**src/rtl/assert_macros.svh**
```systemverilog
// Assertion macros for the stride scheduler RTL.
// Depends on signals named clk and rst in the module that uses them.
`ifndef ASSERT_MACROS_SVH
`define ASSERT_MACROS_SVH

// Consequent must hold in the same cycle as the antecedent.
`define SS_ASSERT_IMP(label, ante, cons) \
  label: assert property (@(posedge clk) disable iff (rst) (ante) |-> (cons)) \
    else $error("stride scheduler assertion failed");

// Consequent must hold in the cycle after the antecedent.
`define SS_ASSERT_NXT(label, ante, cons) \
  label: assert property (@(posedge clk) disable iff (rst) (ante) |=> (cons)) \
    else $error("stride scheduler assertion failed");

`endif

```
**src/rtl/ss_pkg.sv**
```systemverilog
`timescale 1ns / 1ps
// Types, codes and micro-programs for the stride scheduler.
// No dependencies; used by every other file of the block but ss_arith and the assertion macros.
package ss_pkg;

  localparam int OPW = 3;
  localparam int CLW = 4;
  localparam int TKW = 21;
  localparam int TW  = 48;
  localparam int STW = 3;
  localparam int QCW = 5;
  localparam int TTW = 25;

  localparam logic [OPW-1:0] OP_INIT   = 3'd0;
  localparam logic [OPW-1:0] OP_JOIN   = 3'd1;
  localparam logic [OPW-1:0] OP_YIELD  = 3'd2;
  localparam logic [OPW-1:0] OP_BLOCK  = 3'd3;
  localparam logic [OPW-1:0] OP_LEAVE  = 3'd4;
  localparam logic [OPW-1:0] OP_MODIFY = 3'd5;
  localparam logic [OPW-1:0] OP_PICK   = 3'd6;

  localparam logic [STW-1:0] ST_OK         = 3'd0;
  localparam logic [STW-1:0] ST_BAD_TICKET = 3'd1;
  localparam logic [STW-1:0] ST_QUEUED     = 3'd2;
  localparam logic [STW-1:0] ST_NOT_QUEUED = 3'd3;
  localparam logic [STW-1:0] ST_EMPTY      = 3'd4;

  localparam logic [1:0]     ADDR_TICK_LENGTH = 2'd0;
  localparam logic [31:0]    TICK_RESET       = 32'd10;
  localparam logic [63:0]    TIME_SCALE       = 64'd1000000;
  localparam logic [TTW-1:0] TOTAL_MAX        = 25'h1FFFFFF;

  typedef enum logic [5:0] {
    U_NOP, U_END, U_LATCH, U_READ, U_LOAD, U_WRITE,
    U_SCAN_INIT, U_SCAN_RD, U_SCAN_CMP, U_PICK_TAKE, U_SET_START, U_OUT,
    U_GCHG_EL, U_CCHG_EL, U_GCHG_STR, U_CCHG_STR, U_CHG_DEN,
    U_GCHG_DIV, U_CCHG_DIV, U_RESTRIDE, U_NEWSTRIDE, U_REM_MUL, U_REM_DIV,
    U_TICKETS_SET, U_INIT_STR, U_INIT_PASS, U_TADD, U_TSUB,
    U_ENQ, U_DEQ, U_JOIN_PASS, U_LEAVE_REM, U_MOD_SET
  } uop_t;

  typedef enum logic [1:0] {C_ALWAYS, C_NOINIT, C_Q, C_QCUR} cond_t;

  typedef enum logic [3:0] {
    S_IDLE, S_CHECK, S_LOAD, S_DISPATCH, S_RUN, S_WAIT,
    S_SCAN_RD, S_SCAN_CMP, S_PICK_CHK, S_PICK_RD, S_PICK_LD,
    S_PICK_SET, S_PICK_WR, S_DONE
  } ctl_state_t;

  typedef struct packed {
    uop_t           uop;
    logic [STW-1:0] status;
  } dp_ctl_t;

  typedef struct packed {
    logic [OPW-1:0] opcode;
    logic           client_ok;
    logic           queued;
    logic           cur;
    logic           init_done;
    logic           tk_ok;
    logic           arith_done;
    logic           scan_last;
    logic           found;
  } dp_stat_t;

  typedef struct packed {
    uop_t  uop;
    cond_t cond;
  } prog_t;

  localparam prog_t PEND = '{U_END, C_ALWAYS};

  localparam prog_t PROG_INIT [32] = '{
    0: '{U_TICKETS_SET, C_ALWAYS}, 1: '{U_NEWSTRIDE, C_ALWAYS},
    2: '{U_INIT_STR, C_ALWAYS},    3: '{U_TADD, C_NOINIT},
    4: '{U_RESTRIDE, C_NOINIT},    5: '{U_GCHG_EL, C_NOINIT},
    6: '{U_GCHG_STR, C_NOINIT},    7: '{U_CHG_DEN, C_NOINIT},
    8: '{U_GCHG_DIV, C_NOINIT},    9: '{U_INIT_PASS, C_NOINIT},
    default: PEND};

  localparam prog_t PROG_JOIN [32] = '{
    0: '{U_GCHG_EL, C_ALWAYS},   1: '{U_GCHG_STR, C_ALWAYS},
    2: '{U_CHG_DEN, C_ALWAYS},   3: '{U_GCHG_DIV, C_ALWAYS},
    4: '{U_JOIN_PASS, C_ALWAYS}, 5: '{U_TADD, C_ALWAYS},
    6: '{U_RESTRIDE, C_ALWAYS},  7: '{U_ENQ, C_ALWAYS},
    default: PEND};

  localparam prog_t PROG_YIELD [32] = '{
    0: '{U_CCHG_EL, C_ALWAYS}, 1: '{U_CCHG_STR, C_ALWAYS},
    2: '{U_CHG_DEN, C_ALWAYS}, 3: '{U_CCHG_DIV, C_ALWAYS},
    4: '{U_ENQ, C_ALWAYS},
    default: PEND};

  localparam prog_t PROG_BLOCK [32] = '{
    0: '{U_CCHG_EL, C_ALWAYS},    1: '{U_CCHG_STR, C_ALWAYS},
    2: '{U_CHG_DEN, C_ALWAYS},    3: '{U_CCHG_DIV, C_ALWAYS},
    4: '{U_GCHG_EL, C_ALWAYS},    5: '{U_GCHG_STR, C_ALWAYS},
    6: '{U_CHG_DEN, C_ALWAYS},    7: '{U_GCHG_DIV, C_ALWAYS},
    8: '{U_LEAVE_REM, C_ALWAYS},  9: '{U_TSUB, C_ALWAYS},
    10: '{U_RESTRIDE, C_ALWAYS},
    default: PEND};

  localparam prog_t PROG_LEAVE [32] = '{
    0: '{U_DEQ, C_ALWAYS},       1: '{U_GCHG_EL, C_ALWAYS},
    2: '{U_GCHG_STR, C_ALWAYS},  3: '{U_CHG_DEN, C_ALWAYS},
    4: '{U_GCHG_DIV, C_ALWAYS},  5: '{U_LEAVE_REM, C_ALWAYS},
    6: '{U_TSUB, C_ALWAYS},      7: '{U_RESTRIDE, C_ALWAYS},
    default: PEND};

  localparam prog_t PROG_MODIFY [32] = '{
    0: '{U_DEQ, C_Q},            1: '{U_GCHG_EL, C_Q},
    2: '{U_GCHG_STR, C_Q},       3: '{U_CHG_DEN, C_Q},
    4: '{U_GCHG_DIV, C_Q},       5: '{U_LEAVE_REM, C_Q},
    6: '{U_TSUB, C_QCUR},        7: '{U_RESTRIDE, C_QCUR},
    8: '{U_NEWSTRIDE, C_ALWAYS}, 9: '{U_REM_MUL, C_ALWAYS},
    10: '{U_REM_DIV, C_ALWAYS},  11: '{U_MOD_SET, C_ALWAYS},
    12: '{U_GCHG_EL, C_Q},       13: '{U_GCHG_STR, C_Q},
    14: '{U_CHG_DEN, C_Q},       15: '{U_GCHG_DIV, C_Q},
    16: '{U_JOIN_PASS, C_Q},     17: '{U_TADD, C_QCUR},
    18: '{U_RESTRIDE, C_QCUR},   19: '{U_ENQ, C_Q},
    default: PEND};

  function automatic prog_t prog_entry(input logic [OPW-1:0] op, input logic [4:0] pc);
    prog_t e;
    e = PEND;
    case (op)
      OP_INIT:   e = PROG_INIT[pc];
      OP_JOIN:   e = PROG_JOIN[pc];
      OP_YIELD:  e = PROG_YIELD[pc];
      OP_BLOCK:  e = PROG_BLOCK[pc];
      OP_LEAVE:  e = PROG_LEAVE[pc];
      OP_MODIFY: e = PROG_MODIFY[pc];
      default:   e = PEND;
    endcase
    return e;
  endfunction

  function automatic logic is_arith(input uop_t u);
    logic r;
    case (u) inside
      U_GCHG_EL, U_CCHG_EL, U_GCHG_STR, U_CCHG_STR, U_CHG_DEN,
      U_GCHG_DIV, U_CCHG_DIV, U_RESTRIDE, U_NEWSTRIDE, U_REM_MUL,
      U_REM_DIV: r = 1'b1;
      default:   r = 1'b0;
    endcase
    return r;
  endfunction

endpackage

```
**src/rtl/ss_ctrl.sv**
```systemverilog
`timescale 1ns / 1ps
// Scheduler controller: request decode, micro-program sequencing,
// pick scan control and the output valid flag. Depends on ss_pkg and assert_macros.svh.
`include "assert_macros.svh"
module ss_ctrl (
  input  logic              clk,
  input  logic              rst,
  input  logic              in_valid,
  output logic              in_ready,
  output logic              out_valid,
  input  logic              out_ready,
  output ss_pkg::dp_ctl_t   ctl,
  input  ss_pkg::dp_stat_t  stat
);
  import ss_pkg::*;

  ctl_state_t     state, state_next;
  logic [4:0]     pc, pc_next;
  logic [STW-1:0] code, code_next;
  logic           out_vld;
  prog_t          ent;
  logic           cond_ok;
  logic           slot_free;

  assign slot_free = !out_vld || out_ready;
  assign ent       = prog_entry(stat.opcode, pc);

  always_comb begin
    case (ent.cond)
      C_ALWAYS: cond_ok = 1'b1;
      C_NOINIT: cond_ok = !stat.init_done;
      C_Q:      cond_ok = stat.queued;
      C_QCUR:   cond_ok = stat.queued || stat.cur;
      default:  cond_ok = 1'b0;
    endcase
  end

  always_ff @(posedge clk) begin
    if (rst) begin
      state   <= S_IDLE;
      pc      <= '0;
      code    <= ST_OK;
      out_vld <= 1'b0;
    end else begin
      state <= state_next;
      pc    <= pc_next;
      code  <= code_next;
      if (state == S_DONE && slot_free) out_vld <= 1'b1;
      else if (out_ready)               out_vld <= 1'b0;
    end
  end

  always_comb begin
    state_next = state;
    pc_next    = pc;
    code_next  = code;
    ctl.uop    = U_NOP;
    ctl.status = code;
    in_ready   = 1'b0;
    unique case (state)
      S_IDLE: begin
        in_ready = 1'b1;
        if (in_valid) begin
          ctl.uop    = U_LATCH;
          code_next  = ST_OK;
          state_next = S_CHECK;
        end
      end
      S_CHECK: begin
        if (stat.opcode == OP_PICK) begin
          ctl.uop    = U_SCAN_INIT;
          state_next = S_SCAN_RD;
        end else if (stat.opcode < OP_PICK && stat.client_ok) begin
          ctl.uop    = U_READ;
          state_next = S_LOAD;
        end else begin
          state_next = S_DONE;
        end
      end
      S_LOAD: begin
        ctl.uop    = U_LOAD;
        state_next = S_DISPATCH;
      end
      S_DISPATCH: begin
        pc_next    = '0;
        state_next = S_RUN;
        unique case (stat.opcode)
          OP_INIT: begin
            if (!stat.tk_ok)     begin code_next = ST_BAD_TICKET; state_next = S_DONE; end
            else if (stat.queued) begin code_next = ST_QUEUED;     state_next = S_DONE; end
          end
          OP_JOIN, OP_YIELD, OP_BLOCK: begin
            if (stat.queued) begin code_next = ST_QUEUED; state_next = S_DONE; end
          end
          OP_LEAVE: begin
            if (!stat.queued) begin code_next = ST_NOT_QUEUED; state_next = S_DONE; end
          end
          OP_MODIFY: begin
            if (!stat.tk_ok) begin code_next = ST_BAD_TICKET; state_next = S_DONE; end
          end
          default: state_next = S_DONE;
        endcase
      end
      S_RUN: begin
        if (ent.uop == U_END) begin
          ctl.uop    = U_WRITE;
          state_next = S_DONE;
        end else if (!cond_ok) begin
          pc_next = pc + 5'd1;
        end else begin
          ctl.uop = ent.uop;
          if (is_arith(ent.uop)) state_next = S_WAIT;
          else                   pc_next = pc + 5'd1;
        end
      end
      S_WAIT: begin
        if (stat.arith_done) begin
          pc_next    = pc + 5'd1;
          state_next = S_RUN;
        end
      end
      S_SCAN_RD: begin
        ctl.uop    = U_SCAN_RD;
        state_next = S_SCAN_CMP;
      end
      S_SCAN_CMP: begin
        ctl.uop    = U_SCAN_CMP;
        state_next = stat.scan_last ? S_PICK_CHK : S_SCAN_RD;
      end
      S_PICK_CHK: begin
        if (stat.found) begin
          ctl.uop    = U_PICK_TAKE;
          state_next = S_PICK_RD;
        end else begin
          code_next  = ST_EMPTY;
          state_next = S_DONE;
        end
      end
      S_PICK_RD: begin
        ctl.uop    = U_READ;
        state_next = S_PICK_LD;
      end
      S_PICK_LD: begin
        ctl.uop    = U_LOAD;
        state_next = S_PICK_SET;
      end
      S_PICK_SET: begin
        ctl.uop    = U_SET_START;
        state_next = S_PICK_WR;
      end
      S_PICK_WR: begin
        ctl.uop    = U_WRITE;
        state_next = S_DONE;
      end
      S_DONE: begin
        // hold the word until the output register is free
        if (slot_free) begin
          ctl.uop    = U_OUT;
          state_next = S_IDLE;
        end
      end
      default: state_next = S_IDLE;
    endcase
  end

  assign out_valid = out_vld;

  `SS_ASSERT_IMP(a_done_in_wait, stat.arith_done, state == S_WAIT)
  `SS_ASSERT_IMP(a_arith_from_run, is_arith(ctl.uop), state == S_RUN)
  `SS_ASSERT_NXT(a_out_loaded, state == S_DONE && state_next == S_IDLE, out_vld)
endmodule

```
**config.mk**
```make
export PLATFORM = sky130hd
export DESIGN_NAME = ss_ctrl
export DESIGN_NICKNAME = d
export VERILOG_FILES = /design/src/rtl/ss_pkg.sv /design/src/rtl/ss_ctrl.sv
export VERILOG_INCLUDE_DIRS = /design/src /design/src/rtl
export SDC_FILE = /design/constraint.sdc
export NUM_CORES = 1
export LEC_CHECK = 0
export ABC_CLOCK_PERIOD_IN_PS = 3800
export CAP_MARGIN = 20
export CORE_MARGIN = 8
export CORE_UTILIZATION = 65
export CTS_CLUSTER_SIZE = 16
export DETAILED_ROUTE_END_ITERATION = 7
export DONT_BUFFER_PORTS = 1
export PLACE_DENSITY = 0.85
export SETUP_SLACK_MARGIN = 0.05
export SLEW_MARGIN = 10
export SYNTH_ARGS = -nofsm -noshare
export SYNTH_HDL_FRONTEND = slang
export SYNTH_SLANG_ARGS = --single-unit
```
**constraint.sdc**
```tcl
create_clock -name clk -period 3.8 [get_ports clk]
set_input_delay 0 -clock clk [delete_from_list [all_inputs] [get_ports clk]]
set_output_delay 0 -clock clk [all_outputs]
set_load 0.1 [all_outputs]
```
==> summary.txt <==
Status
  – Outcome: completed

Detailed routing
  – Routed via count: roughly 2500
  – Antenna viol nets, final: 0
  – Initial DRC Count: about 440
  – Detailed Route WL: between 6000 and 7000 um
  – DRT Pass-1 Iters: 7
  – DRC Markers: 0
  – Via density per instance: about 7.0
  – Mean routed wirelength per cell: between 15 and 20 um

Clocking
  – TritonCTS clock tree: done
  – Clock transition at path regs: 0.08 ns
  – H-tree depth reported by CTS: 1
  – Clock insertion delay at the later pin of the skew report: 0.28 ns
  – Buffer type at the clock tree root: sky130_fd_sc_hd__clkbuf_4
  – CTS Buf Count: 3
  – Max Buffers Root-to-Sink: 2
  – Sink count of the clock tree: 13
  – Number of buffers inserted to repair setup after CTS: 0

Yosys
  – Leading cell types by total area after synthesis: sky130_fd_sc_hd__dfxtp_1 (11%), sky130_fd_sc_hd__nand2_1 (6.4%), sky130_fd_sc_hd__o21ai_0 (4.8%)
  – Yosys warns: 0
  – Number of distinct standard cells referenced by the synthesized netlist: 80
  – Cells after Synth: about 320
  – Net count after synthesis: ~340
  – Post-synthesis instance area: ~2300 um2
  – Count of flip-flops with a built-in enable after synthesis: 0
  – Seq/Total Area, Yosys: approximately 11%
  – Post-synthesis area per instance: between 7 and 8 um2
  – Area share of the leading cell type in the synthesized netlist: a little under an eighth
  – Register bit count reported by yosys: 13
  – Share of flip-flops with an asynchronous set or reset: 0%
  – Leading register cell type out of synthesis: sky130_fd_sc_hd__dfxtp_1
  – Synth area leader: sky130_fd_sc_hd__dfxtp_1

Power
  – Leakage power: 0.793 nW
  – Total power divided by cell area: 614 nW/um2
  – Power share of the clock group: about 6.2%
  – Fraction of power spent switching nets: 63.4%
  – IR drop worst, VDD: between 0.0008 and 0.0009 V
  – Logic pwr share: between 60 and 70%
  – Seq pwr share: roughly a quarter
  – PnR Total Power: about 0.0014 W
  – Net switching power: 0.000893 W
  – Internal power: 0.000515 W

Timing
  – Fmax achieved: between 0.2 and 0.3 GHz
  – Unrepaired setup endpoints after global routing: false
  – Slew Viols, Final: 0
  – Post-route setup TNS: 0 ns
  – Relative slew slack: about a third
  – Count of final setup violators: 0
  – Final worst clock skew: about 0.0025 ns
  – Crit path time final: between 3 and 4 ns
  – Share of the clock period used by the worst path: about 90%
  – Tightest Pin Transition: 1.02 ns
  – Final hold vios: 0

GRT
  – First-pass GRT wire length: between 10000 and 15000 um
  – Number of antenna violations at the first check in global routing: 0
  – Via count of the first global-routing pass: roughly 2100
  – Overall routing resource usage: a little under a quarter
  – Total overflow reported by the global router: 0
  – Largest net degree at the start of global routing: 32

Worst setup path
  – Worst-path cell chain: inv_1 > ha_1 > nand2_1 > a21oi_1 > a211oi_1 > a221o_1 > nand4_1 > nor2_2 > or4_1 > buf_4
  – Critical-path top delay cell: sky130_fd_sc_hd__or4_1
  – Depth of the critical timing path with buffers and inverters included: 10
  – Number of buffer and inverter instances along the worst setup path: 2
  – Critical path startpoint category: flip-flop
  – Arrival time at the worst endpoint: 3.42 ns
  – Slowest stage delay, CP: 0.55 ns
  – Critical path type: flip-flop to output port
  – Largest fanout on the critical path: 11
  – Cell family contributing the most delay on the critical path: simple AND/OR/NAND/NOR gates
  – Cells on worst reg2reg path: 10
  – Required time at the endpoint of the critical path: approximately 3.8 ns
  – Category of the worst setup path capture point: output port

Placed design
  – Global placement routability congestion: 1.00
  – Number of buffers inserted by port buffering: 0
  – Inst Count DP: about 350
  – Post-DP HPWL: 4670 um

Cells and area
  – Share of post-route cells with drive strength above 1: 13.6%
  – Number of fill cells in the layout: just over 300
  – Commonest non-fill, non-tap cell in the layout: sky130_fd_sc_hd__nand2_1
  – Nets: around 330
  – Area Overhead vs Synth: 0.881%
  – Post-route insts no fill: between 300 and 400
  – Count of inserted antenna diode cells: 0
  – Commonest cells after routing, fill and taps aside: sky130_fd_sc_hd__nand2_1 (39), sky130_fd_sc_hd__nor2_1 (27), sky130_fd_sc_hd__o21ai_0 (21), sky130_fd_sc_hd__a21oi_1 (18), sky130_fd_sc_hd__dfxtp_1 (13)
  – Core Util, Final: 68.7%

Floorplan
  – Rows: 21
  – Horizontal die dimension: ~75 um
  – Core area: ~3300 um2
  – Die Outline Area: about 5600 um2
  – Top-level port count: 26
  – Initial Util: roughly two thirds
  – Die Height: about 75 um

Worst hold path
  – Path category of the worst min-delay check: primary input to flip-flop
  – WHS Path Cells: 2

Run
  – Maximum capacitance violations: 0
worst paths after layout:
| path | to | slack (ns) | start |
|---|---|---|---|
| min reg2reg | pc[1] | 0.53 | pc[1] |
| max | ctl[5] | 0.38 | pc[0] |
| min | out_valid | 0.03 | out_ready |
| max reg2reg | pc[4] | 0.51 | pc[0] |
power by group through the flow:
stage               combinational (W)   clock, W  sequential, W
floorplan                    0.000875          0       0.000247
global placement             0.000963          0       0.000335
detailed placement           0.000965          0       0.000336
CTS                          0.000975  0.0000913       0.000332
global route                  0.00106   0.000100       0.000348
finish                       0.000983  0.0000871       0.000338
cell type report:
type	instances	area (um2)	share of cell area [%]
clock inverters	1	5.00	0.218
well taps	46	57.6	2.51
repair buffers	13	108	4.69
inverters	12	45.0	1.96
multi-input cells	267	1800	78.3
clock buffers	3	22.5	0.982
flip-flops and latches	13	260	11.3
layer usage:
metal  wire length [um]  track usage (%)  vias up
met5                  0                0        -
met4                110             4.90        0
met3                796             6.92       20
met2               2770             33.0      167
met1               2700             31.7     1122
li1                   -                -     1159
logic make-up (layout without fill, tap and decap cells):
family | Yosys count | after routing | share of synthesized area, %
buf+inv | 36 | 29 | 10.6
simple gates | 156 | 156 | 38.7
fa+ha+maj | 8 | 8 | 4.40
flops | 13 | 13 | 11.4
compound gates | 94 | 94 | 30.9
xor+xnor | 1 | 1 | 0.385
mux | 8 | 8 | 3.58
repair_timing:
action | CTS | global route
resized for setup | 0 | 1
endpoints found under the hold margin | 13 | 0
hold buffers | 4 | 0
endpoints found under the setup margin | 0 | 2
state kept, by name, indices dropped and copies added (netlist names):
signal	flops
pc	5
state	4
code	3
out_valid	1
per-stage QoR:
step                setup WS, ns  area, um2  hold WS [ns]
floorplan                  0.544       2280         0.205
global placement           0.644       2220        0.0724
detailed placement         0.580       2220        0.0738
CTS                        0.383       2290        0.0263
global route              0.0976       2290        0.0563
finish                     0.380       2290        0.0336
synth_stat cells, types with 2 or more instances:
cell type / count
sky130_fd_sc_hd__clkbuf_8: 4
sky130_fd_sc_hd__and3b_1: 2
sky130_fd_sc_hd__a21boi_0: 2
sky130_fd_sc_hd__clkbuf_1: 7
sky130_fd_sc_hd__dfxtp_1: 13
sky130_fd_sc_hd__buf_4: 7
sky130_fd_sc_hd__nand3_1: 9
sky130_fd_sc_hd__nor3b_1: 6
sky130_fd_sc_hd__a22oi_1: 2
sky130_fd_sc_hd__a221o_1: 2
sky130_fd_sc_hd__nor3_1: 11
sky130_fd_sc_hd__nor4_1: 6
sky130_fd_sc_hd__and3_1: 2
sky130_fd_sc_hd__a211oi_1: 7
sky130_fd_sc_hd__o2111ai_1: 4
sky130_fd_sc_hd__or4_1: 3
sky130_fd_sc_hd__o21ai_1: 3
sky130_fd_sc_hd__o21ai_0: 22
sky130_fd_sc_hd__and2_1: 3
sky130_fd_sc_hd__a311oi_1: 2
sky130_fd_sc_hd__mux2i_1: 7
sky130_fd_sc_hd__ha_1: 8
sky130_fd_sc_hd__o21a_1: 3
sky130_fd_sc_hd__nand2_1: 39
sky130_fd_sc_hd__a311o_1: 2
sky130_fd_sc_hd__or3_1: 2
sky130_fd_sc_hd__nand2b_1: 9
sky130_fd_sc_hd__buf_6: 3
sky130_fd_sc_hd__and3_2: 2
sky130_fd_sc_hd__and4_1: 2
sky130_fd_sc_hd__nand4_1: 4
sky130_fd_sc_hd__nand3b_1: 5
sky130_fd_sc_hd__and3b_2: 4
sky130_fd_sc_hd__o211ai_1: 3
sky130_fd_sc_hd__nor2b_1: 6
sky130_fd_sc_hd__inv_1: 12
sky130_fd_sc_hd__nor2_1: 28
sky130_fd_sc_hd__a21oi_1: 18
worst register-to-register path, delay by kind of cell, from the launching register on:
family / cells / cell delay [ns]
buf+inv: 1 / 0.22
simple gates: 4 / 1.05
flops: 1 / 0.52
compound gates: 4 / 0.96
fa+ha+maj: 1 / 0.48
(Power assumes the default switching activity.)
